--- src/crc32r_pkg.sv ---
// ----------------------------------------------------------------------------
// crc32r_pkg
// Shared widths and constants for the byte-wide CRC-32 shift-in register.
// ----------------------------------------------------------------------------
`default_nettype none

package crc32r_pkg;

	localparam int unsigned CRC_W  = 32;
	localparam int unsigned BYTE_W = 8;

	localparam logic [CRC_W-1:0] CRC_POLY = 32'h0040_0007;

	typedef logic [CRC_W-1:0]  crc_t;
	typedef logic [BYTE_W-1:0] byte_t;

endpackage : crc32r_pkg

`default_nettype wire

--- src/crc32r_if.sv ---
// ----------------------------------------------------------------------------
// crc32r channel interfaces
// Valid/ready channels for message bytes, CRC results and seed writes.
// ----------------------------------------------------------------------------
`default_nettype none

interface crc32r_in_if;
	import crc32r_pkg::*;

	logic  valid;
	logic  ready;
	byte_t data_byte;
	logic  first_byte;
	logic  last_byte;

	modport source (output valid, output data_byte, output first_byte, output last_byte,
		input ready);
	modport sink (input valid, input data_byte, input first_byte, input last_byte,
		output ready);
endinterface : crc32r_in_if

interface crc32r_out_if;
	import crc32r_pkg::*;

	logic valid;
	logic ready;
	crc_t crc_value;
	logic message_done;

	modport source (output valid, output crc_value, output message_done, input ready);
	modport sink (input valid, input crc_value, input message_done, output ready);
endinterface : crc32r_out_if

interface crc32r_cfg_if;
	import crc32r_pkg::*;

	logic valid;
	logic ready;
	crc_t data;

	modport source (output valid, output data, input ready);
	modport sink (input valid, input data, output ready);
endinterface : crc32r_cfg_if

`default_nettype wire

--- src/crc32r_step.sv ---
// ----------------------------------------------------------------------------
// crc32r_step
// Feeds one byte, most significant bit first, into the CRC register.
// ----------------------------------------------------------------------------
`default_nettype none

module crc32r_step (
	input  wire crc32r_pkg::crc_t  crc_in,
	input  wire crc32r_pkg::byte_t data_in,
	output crc32r_pkg::crc_t       crc_out
);
	import crc32r_pkg::*;

	// Eight bit steps unrolled into one XOR network.
	always_comb begin
		crc_t acc;
		logic top;
		acc = crc_in;
		for (int k = BYTE_W - 1; k >= 0; k--) begin
			top = acc[CRC_W-1];
			acc = {acc[CRC_W-2:0], data_in[k]};
			if (top) begin
				acc = acc ^ CRC_POLY;
			end
		end
		crc_out = acc;
	end

endmodule : crc32r_step

`default_nettype wire

--- src/crc32_reg_poly_400007_bytewise.sv ---
// ----------------------------------------------------------------------------
// crc32_reg_poly_400007_bytewise
// Byte-wide CRC-32 shift-in register, polynomial 0x400007.
// ----------------------------------------------------------------------------
// Usage:
// Bytes arrive on in_ch; each accepted beat carries one message byte, a
// first_byte flag that reloads the CRC register from the seed before the
// byte, and a last_byte mark. Every input beat produces exactly one beat on
// out_ch with the CRC register after that byte and message_done echoing
// last_byte. The seed is written through cfg, which is always ready; write
// it only while no byte is in flight.
// An accepted input beat reaches out_ch through one input register, then
// the result register. Throughput is one byte per cycle while out_ch does
// not stall, set by the eight-bit XOR network that updates the CRC
// register.
// When out_ch stalls, the result register holds and the input register can
// still take one more byte; in_ch.ready drops only when both are full.
// Reset clears the seed and the CRC register to zero and empties both
// stages.
// ----------------------------------------------------------------------------
`default_nettype none

module crc32_reg_poly_400007_bytewise (
	input  wire          clk,
	input  wire          arst_n,
	crc32r_in_if.sink    in_ch,
	crc32r_out_if.source out_ch,
	crc32r_cfg_if.sink   cfg
);
	import crc32r_pkg::*;

	crc_t  seed_q;
	crc_t  crc_q;
	logic  valid_s1;
	byte_t byte_s1;
	logic  first_s1;
	logic  last_s1;
	logic  out_valid_q;
	logic  done_q;
	logic  advance;
	crc_t  crc_start;
	crc_t  crc_next;

	assign cfg.ready = 1'b1;

	always_ff @(posedge clk or negedge arst_n) begin
		if (!arst_n) begin
			seed_q <= '0;
		end else if (cfg.valid) begin
			seed_q <= cfg.data;
		end
	end

	// The input stage moves on whenever the result register is free or drains.
	assign advance     = valid_s1 && (!out_valid_q || out_ch.ready);
	assign in_ch.ready = !valid_s1 || advance;

	always_ff @(posedge clk or negedge arst_n) begin
		if (!arst_n) begin
			valid_s1 <= 1'b0;
		end else if (in_ch.ready) begin
			valid_s1 <= in_ch.valid;
		end
	end

	always_ff @(posedge clk) begin
		if (in_ch.valid && in_ch.ready) begin
			byte_s1  <= in_ch.data_byte;
			first_s1 <= in_ch.first_byte;
			last_s1  <= in_ch.last_byte;
		end
	end

	assign crc_start = first_s1 ? seed_q : crc_q;

	crc32r_step u_step (
		.crc_in  (crc_start),
		.data_in (byte_s1),
		.crc_out (crc_next)
	);

	// The running CRC register doubles as the result payload.
	always_ff @(posedge clk or negedge arst_n) begin
		if (!arst_n) begin
			crc_q       <= '0;
			out_valid_q <= 1'b0;
			done_q      <= 1'b0;
		end else begin
			if (advance) begin
				crc_q  <= crc_next;
				done_q <= last_s1;
			end
			if (advance) begin
				out_valid_q <= 1'b1;
			end else if (out_ch.ready) begin
				out_valid_q <= 1'b0;
			end
		end
	end

	assign out_ch.valid        = out_valid_q;
	assign out_ch.crc_value    = crc_q;
	assign out_ch.message_done = done_q;

	a_advance_fills_output: assert property (@(posedge clk) disable iff (!arst_n)
		advance |=> out_valid_q)
		else $error("result register empty after a byte moved on");

	a_crc_holds_when_idle: assert property (@(posedge clk) disable iff (!arst_n)
		!advance |=> $stable(crc_q))
		else $error("CRC register changed without a byte");

	a_stage_holds_on_stall: assert property (@(posedge clk) disable iff (!arst_n)
		(valid_s1 && !advance) |=> (valid_s1 && $stable(byte_s1) && $stable(first_s1)))
		else $error("stalled input stage lost its byte");

endmodule : crc32_reg_poly_400007_bytewise

`default_nettype wire
--- src/flat_wrapper.sv ---
// flat-port wrapper written by rule: the top's interface ports become plain ports
module crc32_reg_poly_400007_bytewise_flat import crc32r_pkg::*;
  (clk, arst_n, in_ch_valid, in_ch_data_byte, in_ch_first_byte, in_ch_last_byte, in_ch_ready, out_ch_valid, out_ch_crc_value, out_ch_message_done, out_ch_ready, cfg_valid, cfg_data, cfg_ready);
  crc32r_in_if in_ch_i ();
  crc32r_out_if out_ch_i ();
  crc32r_cfg_if cfg_i ();
  input  wire clk;
  input  wire arst_n;
  input wire logic [$bits(in_ch_i.valid)-1:0] in_ch_valid;
  input wire logic [$bits(in_ch_i.data_byte)-1:0] in_ch_data_byte;
  input wire logic [$bits(in_ch_i.first_byte)-1:0] in_ch_first_byte;
  input wire logic [$bits(in_ch_i.last_byte)-1:0] in_ch_last_byte;
  output wire logic [$bits(in_ch_i.ready)-1:0] in_ch_ready;
  output wire logic [$bits(out_ch_i.valid)-1:0] out_ch_valid;
  output wire logic [$bits(out_ch_i.crc_value)-1:0] out_ch_crc_value;
  output wire logic [$bits(out_ch_i.message_done)-1:0] out_ch_message_done;
  input wire logic [$bits(out_ch_i.ready)-1:0] out_ch_ready;
  input wire logic [$bits(cfg_i.valid)-1:0] cfg_valid;
  input wire logic [$bits(cfg_i.data)-1:0] cfg_data;
  output wire logic [$bits(cfg_i.ready)-1:0] cfg_ready;
  assign in_ch_i.valid = in_ch_valid;
  assign in_ch_i.data_byte = in_ch_data_byte;
  assign in_ch_i.first_byte = in_ch_first_byte;
  assign in_ch_i.last_byte = in_ch_last_byte;
  assign in_ch_ready = in_ch_i.ready;
  assign out_ch_valid = out_ch_i.valid;
  assign out_ch_crc_value = out_ch_i.crc_value;
  assign out_ch_message_done = out_ch_i.message_done;
  assign out_ch_i.ready = out_ch_ready;
  assign cfg_i.valid = cfg_valid;
  assign cfg_i.data = cfg_data;
  assign cfg_ready = cfg_i.ready;
  crc32_reg_poly_400007_bytewise u_core (.clk(clk), .arst_n(arst_n), .in_ch(in_ch_i), .out_ch(out_ch_i), .cfg(cfg_i));
endmodule
--- config.mk ---
export PLATFORM = sky130hd
export DESIGN_NAME = crc32_reg_poly_400007_bytewise_flat
export DESIGN_NICKNAME = d
export VERILOG_FILES = /design/src/crc32r_pkg.sv /design/src/crc32r_if.sv /design/src/crc32r_step.sv /design/src/crc32_reg_poly_400007_bytewise.sv /design/src/flat_wrapper.sv
export SDC_FILE = /design/constraint.sdc
export NUM_CORES = 1
export LEC_CHECK = 0
export ABC_AREA = 1
export BUFFER_PORTS_ARGS = -buffer_cell sky130_fd_sc_hd__buf_2
export CORE_MARGIN = 2
export CORE_UTILIZATION = 55
export DETAILED_ROUTE_END_ITERATION = 16
export GPL_TIMING_DRIVEN = 0
export PLACE_DENSITY = 0.91
export SLEW_MARGIN = 20
export SYNTH_ARGS = -nofsm -noshare
export SYNTH_HDL_FRONTEND = slang
export SYNTH_SLANG_ARGS = --single-unit
--- constraint.sdc ---
create_clock -name clk -period 1.9 [get_ports clk]
set_input_delay 0.285 -clock clk [delete_from_list [all_inputs] [get_ports clk]]
set_output_delay 0.285 -clock clk [all_outputs]
set_load 0.02 [all_outputs]
==> metrics.log, run 1 <==
INFO  metric internal-power = 3.410 mW
INFO  metric drt-pass1-iter-count = 5
INFO  metric yosys-top-cells-area = sky130_fd_sc_hd__dfrtp_1 44%, sky130_fd_sc_hd__nand2_1 18%, sky130_fd_sc_hd__edfxtp_1 7.9%, sky130_fd_sc_hd__o21ai_0 6.2%, sky130_fd_sc_hd__inv_1 5.4%
INFO  metric routabilityCongestion = 0.9471
INFO  metric cts_resized = 0
INFO  metric synth_warnings = 0
INFO  metric grt_overflow = 0
INFO  metric synth_top_flop_cell = sky130_fd_sc_hd__dfrtp_1
INFO  metric port_buffers = 80
INFO  metric hold-path-endpoint = u_core.first_s1$_DFFE_PP_
INFO  metric grt_first_pass_wirelength = 15.61 mm
INFO  metric synth_top_cells_by_count = 181 x sky130_fd_sc_hd__nand2_1, 67 x sky130_fd_sc_hd__dfrtp_1, 54 x sky130_fd_sc_hd__inv_1, 47 x sky130_fd_sc_hd__o21ai_0, 20 x sky130_fd_sc_hd__nand3_1
INFO  metric max-clock-path-buffers = 2
INFO  metric multiInputGateArea = 0.001449 mm^2
INFO  metric fillCellCount = 502
INFO  metric routed-via-count = 3439
INFO  metric yosys.area_share.adder = 0
INFO  metric holdPathStages = 1
INFO  metric diodes = 0
INFO  metric critical_path.max_stage_delay = 0.38 ns
INFO  metric die-width = 86.88 um
INFO  metric netlist_instances = 460
INFO  metric timing.fmax = 0.6863 GHz
INFO  metric setup-violations-final = 0
INFO  metric hold_viol = 0
INFO  metric worst-slew-pin-transition = 0.5845 ns
INFO  metric h-tree-depth = 3
INFO  metric worstPathArrival = 1.68 ns
INFO  metric pwr-share-clk = 0.226
INFO  metric worst_ir_drop_vdd = 0.7068 mV
INFO  metric number_of_global_route_vias_before_repair = 3362
INFO  metric clk_pin_slew = 0.08 ns
INFO  metric sequential_fraction_of_the_synthesis_area = 0.5234
INFO  metric timing.setup.critical_path_class = reg -> reg
INFO  metric cts.sinks = 77
INFO  metric synthesis.area = 0.003777 mm^2
INFO  metric io_pins = 83
INFO  metric synth_xor_xnor_area_share = 0.02319
INFO  metric power.leakage = 2.416 nW
INFO  metric timing.rr.end = u_core.out_ch.crc_value[21]$_DFFE_PN0P_
INFO  metric layout-drive-gt1-share = 0.2455
INFO  metric worst_setup_path_start_kind = flop
INFO  metric clock_buffers_created_by_tritoncts = 9
INFO  metric fin_skew = 0.007446 ns
INFO  metric synth_simple_gate_area_frac = 0.2348
INFO  metric syn-num-nets = 507
INFO  metric initial_utilization = 0.5622
INFO  metric area.growth.synth_to_final = 19.74%
INFO  metric power.switching = 2.288 mW
INFO  metric unrepaired_setup_endpoints_after_global_routing = no
INFO  metric worst_r2r_startpoint = u_core.first_s1$_DFFE_PP_
INFO  metric ys_types = 19
INFO  metric synth_top_area_frac = 0.4439
INFO  metric final-seq-area = 0.001977 mm^2
INFO  metric critPathCaptureType = flop
INFO  metric post_synth_mux_area_share = 0.02385
INFO  metric fin_total_pwr = 5.699 mW
INFO  metric slew_headroom = 0.6103
INFO  metric postSynthAreaPerCell = 8.212 um^2
INFO  metric detailed_place_hpwl = 7.244 mm
INFO  metric critPathRequiredTime = 2.13 ns
INFO  metric seq_power_share = 0.423
INFO  metric outcome = finished, final reports clean
INFO  metric wire_per_inst = 15.05 um
INFO  metric power.share.combinational = 0.351
INFO  metric maxCapViolCount = 0
INFO  metric r2r_slack = 0.44 ns
INFO  metric timing.final.crit_share = 0.7669
INFO  metric ys_seq_elements = 77
INFO  metric clkLatencyLatePin = 0.36 ns
INFO  metric switching_share = 0.4016
INFO  metric hp-start = in_ch_first_byte
INFO  metric die_area = 0.007547 mm^2
INFO  metric reg2reg_depth = 5
INFO  metric cts_root_buf = sky130_fd_sc_hd__clkbuf_8
INFO  metric synth-compound-area-share = 0.1007
INFO  metric dr.first_iter.drc_count = 290
INFO  metric groute.usage.overall = 0.2731
INFO  metric synth_enable_flop_cells = 10
INFO  metric power_density = 1260 mW/mm^2
INFO  metric synth_async_sr_flop_share = 0.8701
INFO  metric yosys.cell_count.top_type = sky130_fd_sc_hd__nand2_1
INFO  metric fp-row-count = 30
INFO  metric avgViaCountPerCell = 5.390
INFO  metric path_cells = buf_6, buf_4, buf_2, o211ai_1, o21ai_0
INFO  metric tritoncts_clock_tree = yes
INFO  metric critical_path_peak_fanout = 10
INFO  metric post-route-drc-count = 0
INFO  metric wl = 9.603 mm
INFO  metric hold_path.class = in -> reg
INFO  metric antenna_found_initial = 0
INFO  metric timing.final.crit_period = 1.457 ns
INFO  metric fin_tns_setup = 0 ns
INFO  metric synthDominantAreaCellType = sky130_fd_sc_hd__dfrtp_1
INFO  metric drv_slew = 0
INFO  metric antenna_violating_nets_post_route = 0
INFO  metric final_nets = 600
INFO  metric core = 0.006719 mm^2
INFO  metric synth_top_family_by_area = simple AND/OR/NAND/NOR gates
INFO  metric floorplan.die.height = 86.88 um
INFO  metric grt_max_degree = 41
INFO  metric timing.critical_path.slowest_stage_cell = sky130_fd_sc_hd__edfxtp_1
## cell usage in the layout, fill, tap and decap left out
cell type and instances:
sky130_fd_sc_hd__nand2_1 181, sky130_fd_sc_hd__buf_2 88, sky130_fd_sc_hd__dfrtp_1 67, sky130_fd_sc_hd__inv_1 54, sky130_fd_sc_hd__o21ai_0 47, sky130_fd_sc_hd__nand3_1 20, sky130_fd_sc_hd__o21ai_1 14, sky130_fd_sc_hd__nand2_2 10
sky130_fd_sc_hd__o211ai_1 10, sky130_fd_sc_hd__clkbuf_8 10, sky130_fd_sc_hd__edfxtp_1 10, sky130_fd_sc_hd__xnor2_1 9, sky130_fd_sc_hd__mux2_2 8, sky130_fd_sc_hd__clkbuf_1 6, sky130_fd_sc_hd__buf_4 5, sky130_fd_sc_hd__buf_6 4
sky130_fd_sc_hd__nand2_4 4, sky130_fd_sc_hd__inv_4 2, sky130_fd_sc_hd__clkbuf_16 2, sky130_fd_sc_hd__clkinv_2 2, sky130_fd_sc_hd__xor2_1 1, sky130_fd_sc_hd__conb_1 1, sky130_fd_sc_hd__clkinv_4 1, sky130_fd_sc_hd__dlygate4sd3_1 1
sky130_fd_sc_hd__buf_12 1
## critical path: cells and delay by family (launching register included)
family | cells | cell delay, ns
compound gates | 2 | 0.43
buf+inv | 3 | 0.50
flops | 1 | 0.38
## per-stage QoR
stage	hold slack, ns	cell area, um^2	setup WS, ns	instances	utilization
2_1_floorplan	-0.01059	3777	0.5301	460	-
3_3_place_gp	0.4390	4278	0.3011	620	0.6367
3_5_place_dp	0.2286	4300	0.4717	621	0.6400
4_1_cts	0.08261	4523	0.4558	638	0.6732
5_1_grt	0.07252	4523	0.3813	638	0.6732
6_report	0.09634	4523	0.4429	638	0.6732
## repair_timing
item | CTS | global route
hold buffers | 1 | 0
buffers inserted | 0 | 0
hold endpoints to repair | 27 | 0
## state kept, by name (all words and copies together), names as in the netlist
name                        flops
u_core.seed_q                  32
u_core.out_ch.message_done      1
u_core.out_ch.valid             1
u_core.first_s1                 1
u_core.valid_s1                 1
u_core.last_s1                  1
u_core.byte_s1                  8
u_core.out_ch.crc_value        32
## cell type report
type,instances,share of cell area
buffer,23,0.03154
inverter,55,0.04620
sequential,77,0.4371
timing repair buffer,82,0.09571
clock inverter,4,0.005533
multi-input combinational,305,0.3203
tap,80,0.02213
clock buffer,12,0.04149
## metal layers
| metal | track usage | routed length, um |
|---|---|---|
| met1 | 0.3469 | 3920 |
| met2 | 0.4407 | 4640 |
| met3 | 0.06540 | 710 |
| met4 | 0.1293 | 331 |
| met5 | 0 | 0 |
## power by group through the flow
| stage | clock network (mW) | logic, mW | registers [mW] |
|---|---|---|---|
| final | 1.29 | 2.00 | 2.41 |
| after global routing | 1.38 | 2.21 | 2.44 |
| after CTS | 1.30 | 2.00 | 2.39 |
| after detailed placement | 0 | 1.98 | 2.42 |
| after global placement | 0 | 1.90 | 2.40 |
| after floorplan | 0 | 0.947 | 2.71 |
## worst max-delay path by stage
| stage | from | end | slack, ns | depth (start not counted) |
|---|---|---|---|---|
| 2_1_floorplan | u_core.out_ch.valid$_DFFE_PN0P_ | u_core.byte_s1[0]$_DFFE_PP_ | 0.53 | 3 |
| 3_3_place_gp | arst_n | u_core.out_ch.message_done$_DFFE_PN0P_ | 0.30 | 1 |
| 3_5_place_dp | u_core.first_s1$_DFFE_PP_ | u_core.out_ch.crc_value[21]$_DFFE_PN0P_ | 0.47 | 5 |
| 4_1_cts | u_core.first_s1$_DFFE_PP_ | u_core.out_ch.crc_value[21]$_DFFE_PN0P_ | 0.46 | 5 |
| 5_1_grt | u_core.first_s1$_DFFE_PP_ | u_core.out_ch.crc_value[5]$_DFFE_PN0P_ | 0.38 | 10 |
| 6_report | u_core.first_s1$_DFFE_PP_ | u_core.out_ch.crc_value[21]$_DFFE_PN0P_ | 0.44 | 5 |
## logic make-up after synthesis
kind of cell              count (synthesis)
AOI/OAI and AO/OA                        71
xor gates and xnor gates                 10
buffers and inverters                    78
DFF                                      77
muxes                                     8
other                                     1
and+or+nand+nor                         215
Note: power is estimated with default switching activity, not from simulation.
==> run 2, diff against run 1 <==
- CORE_UTILIZATION: 55 -> 49
- PLACE_DENSITY: 0.91 -> 0.86
- clock period: 1.9 -> 1.2 ns (I/O delays scaled with it)
==> metrics.log, run 2 (synthesis results as in run 1) <==
INFO  metric diodes = 0
INFO  metric grt_overflow = 0
INFO  metric hp-start = in_ch_data_byte[6]
INFO  metric hold-worst-slack = 0.003157 ns
INFO  metric placed_cells_incl_taps = 643
INFO  metric avgViaCountPerCell = 5.201
INFO  metric timing.setup.critical_path_class = reg -> reg
INFO  metric dr.first_iter.drc_count = 294
INFO  metric critPathRequiredTime = 1.45 ns
INFO  metric antenna_found_initial = 0
INFO  metric routed-via-count = 3516
INFO  metric port_buffers = 80
INFO  metric unrepaired_setup_endpoints_after_global_routing = yes
INFO  metric number_of_global_route_vias_before_repair = 3383
INFO  metric layout.cells.most_common = sky130_fd_sc_hd__nand2_1
INFO  metric global_route.usage.met2 = 0.4154
INFO  metric drt-pass1-iter-count = 5
INFO  metric routabilityCongestion = 0.9038
INFO  metric path_cells = buf_6, clkinv_8, clkbuf_16, nand2_2, nand2_2, nand2_1, nand2_2, nand2_1, nand3_2, nand2_1
INFO  metric slew_headroom = 0.6253
INFO  metric reg2reg_depth = 10
INFO  metric post-route-worst-setup-slack = -0.1782 ns
INFO  metric worstPathArrival = 1.63 ns
INFO  metric timing.final.crit_share = 1.149
INFO  metric groute.layer.met1.usage = 0.3026
INFO  metric worst_r2r_startpoint = u_core.first_s1$_DFFE_PP_
INFO  metric power_density = 1954 mW/mm^2
INFO  metric maxCapViolCount = 0
INFO  metric final-seq-area = 0.001983 mm^2
INFO  metric io_pins = 83
INFO  metric core = 0.007607 mm^2
INFO  metric fin_total_pwr = 9.871 mW
INFO  metric post-route-drc-count = 0
INFO  metric timing.rr.end = u_core.out_ch.crc_value[4]$_DFFE_PN0P_
INFO  metric setup-violations-final = 29
INFO  metric drv_slew = 0
INFO  metric detailed_place_hpwl = 7.182 mm
INFO  metric power.leakage = 2.610 nW
INFO  metric wire_per_inst = 15.30 um
INFO  metric final_cells = 676
INFO  metric clkLatencyLatePin = 0.35 ns
INFO  metric clk_pin_slew = 0.08 ns
INFO  metric worst_setup_path_start_kind = flop
INFO  metric groute.usage.overall = 0.2425
INFO  metric cts_root_buf = sky130_fd_sc_hd__clkbuf_8
INFO  metric outcome = complete, but fails checks
INFO  metric grt_max_degree = 44
INFO  metric max-clock-path-buffers = 2
INFO  metric fp-row-count = 32
INFO  metric initial_utilization = 0.4965
INFO  metric clock_buffers_created_by_tritoncts = 9
INFO  metric grt.met3_usage = 0.05505
INFO  metric fillCellCount = 623
INFO  metric tritoncts_clock_tree = yes
INFO  metric floorplan.die.height = 91.80 um
INFO  metric worst-slew-pin-transition = 0.5621 ns
INFO  metric timing.fmax = 0.7256 GHz
INFO  metric die_area = 0.008427 mm^2
INFO  metric hold_path.class = in -> reg
INFO  metric area.growth.synth_to_final = 33.72%
INFO  metric hold_viol = 0
INFO  metric fin_skew = 0.009766 ns
INFO  metric h-tree-depth = 3
INFO  metric final_nets = 616
INFO  metric grt_first_pass_wirelength = 15.95 mm
INFO  metric layout-drive-gt1-share = 0.3571
INFO  metric worst_ir_drop_vdd = 0.8730 mV
INFO  metric r2r_slack = -0.18 ns
INFO  metric fin_tns_setup = -3.210 ns
INFO  metric wl = 10.35 mm
INFO  metric critPathCaptureType = flop
INFO  metric timing.critical_path.slowest_stage_cell = sky130_fd_sc_hd__edfxtp_1
INFO  metric die-width = 91.80 um
INFO  metric critical_path.max_stage_delay = 0.40 ns
INFO  metric timing.final.crit_period = 1.378 ns
INFO  metric cts.sinks = 77
INFO  metric violations = setup timing
INFO  metric critical_path_peak_fanout = 5
INFO  metric multiInputGateArea = 0.001664 mm^2
INFO  metric layout.cells.most_common_list = 146 x sky130_fd_sc_hd__nand2_1, 82 x sky130_fd_sc_hd__buf_2, 62 x sky130_fd_sc_hd__dfrtp_1
INFO  metric hold-path-endpoint = u_core.byte_s1[6]$_DFFE_PP_
INFO  metric holdPathStages = 1
INFO  metric antenna_violating_nets_post_route = 0
INFO  metric busiest_metal_layer_after_global_routing = met2
==> run 2: changes by cell type in the layout (fill, tap and decap cells not counted), sizes merged <==
cell	change
bufinv	+2
inv	-1
buf	+8
dlygate4sd3	+6
clkbuf	+1
==> run 2: per-layer routing <==
| layer | vias up | share of wire |
|---|---|---|
| met1 | 1669 | 0.40 |
| met4 | 0 | 0.032 |
| met5 | - | 0 |
| met2 | 161 | 0.49 |
| li1 | 1652 | - |
| met3 | 34 | 0.077 |
==> run 2: through the flow <==
stage / setup WS [ns] / util / instance area [um^2]
global placement: -0.4245 / 0.5683 / 4323
finish: -0.1782 / 0.6640 / 5051
detailed placement: -0.1949 / 0.5712 / 4345
floorplan: -0.01484 / - / 3795
CTS: -0.1442 / 0.6285 / 4781
global route: -0.2506 / 0.6640 / 5051
==> run 2: worst max-delay path by stage <==
| stage | slack [ns] | depth (start not counted) | from | endpoint |
|---|---|---|---|---|
| after detailed placement | -0.19 | 5 | u_core.first_s1$_DFFE_PP_ | u_core.out_ch.crc_value[19]$_DFFE_PN0P_ |
| after floorplan | -0.01 | 10 | u_core.first_s1$_DFFE_PP_ | u_core.out_ch.crc_value[6]$_DFFE_PN0P_ |
| after global routing | -0.25 | 6 | u_core.first_s1$_DFFE_PP_ | u_core.out_ch.crc_value[29]$_DFFE_PN0P_ |
| after CTS | -0.14 | 10 | u_core.first_s1$_DFFE_PP_ | u_core.out_ch.crc_value[7]$_DFFE_PN0P_ |
| after global placement | -0.42 | 1 | arst_n | u_core.out_ch.valid$_DFFE_PN0P_ |
| final | -0.18 | 10 | u_core.first_s1$_DFFE_PP_ | u_core.out_ch.crc_value[4]$_DFFE_PN0P_ |
==> run 2: timing repair <==
action	CTS	global route
pin swaps	5	19
setup endpoints to repair	35	37
hold buffers	7	0
hold endpoints to repair	30	0
cloned	0	4
resized for setup	51	49
buffers inserted	1	5
==> run 2: worst max-delay path: cells and delay by family, from the launching register on <==
| kind | cells | cell delay (ns) |
|---|---|---|
| and+or+nand+nor | 7 | 0.47 |
| buffers and inverters | 3 | 0.39 |
| DFF | 1 | 0.40 |
==> run 2: final cells by class <==
class / count / share of cell area
inverter: 55 / 0.04384
timing repair buffer: 98 / 0.1221
buffer: 23 / 0.04062
multi-input combinational: 305 / 0.3295
clock buffer: 11 / 0.03022
clock inverter: 5 / 0.01585
sequential: 77 / 0.3926
tap: 102 / 0.02527
==> run 2: where the power goes <==
group,total [mW],switching [mW],leakage (nW),internal (mW)
clock network,2.28,0.985,0.119,1.30
registers,3.87,0.604,0.900,3.27
logic,3.72,2.31,1.59,1.41
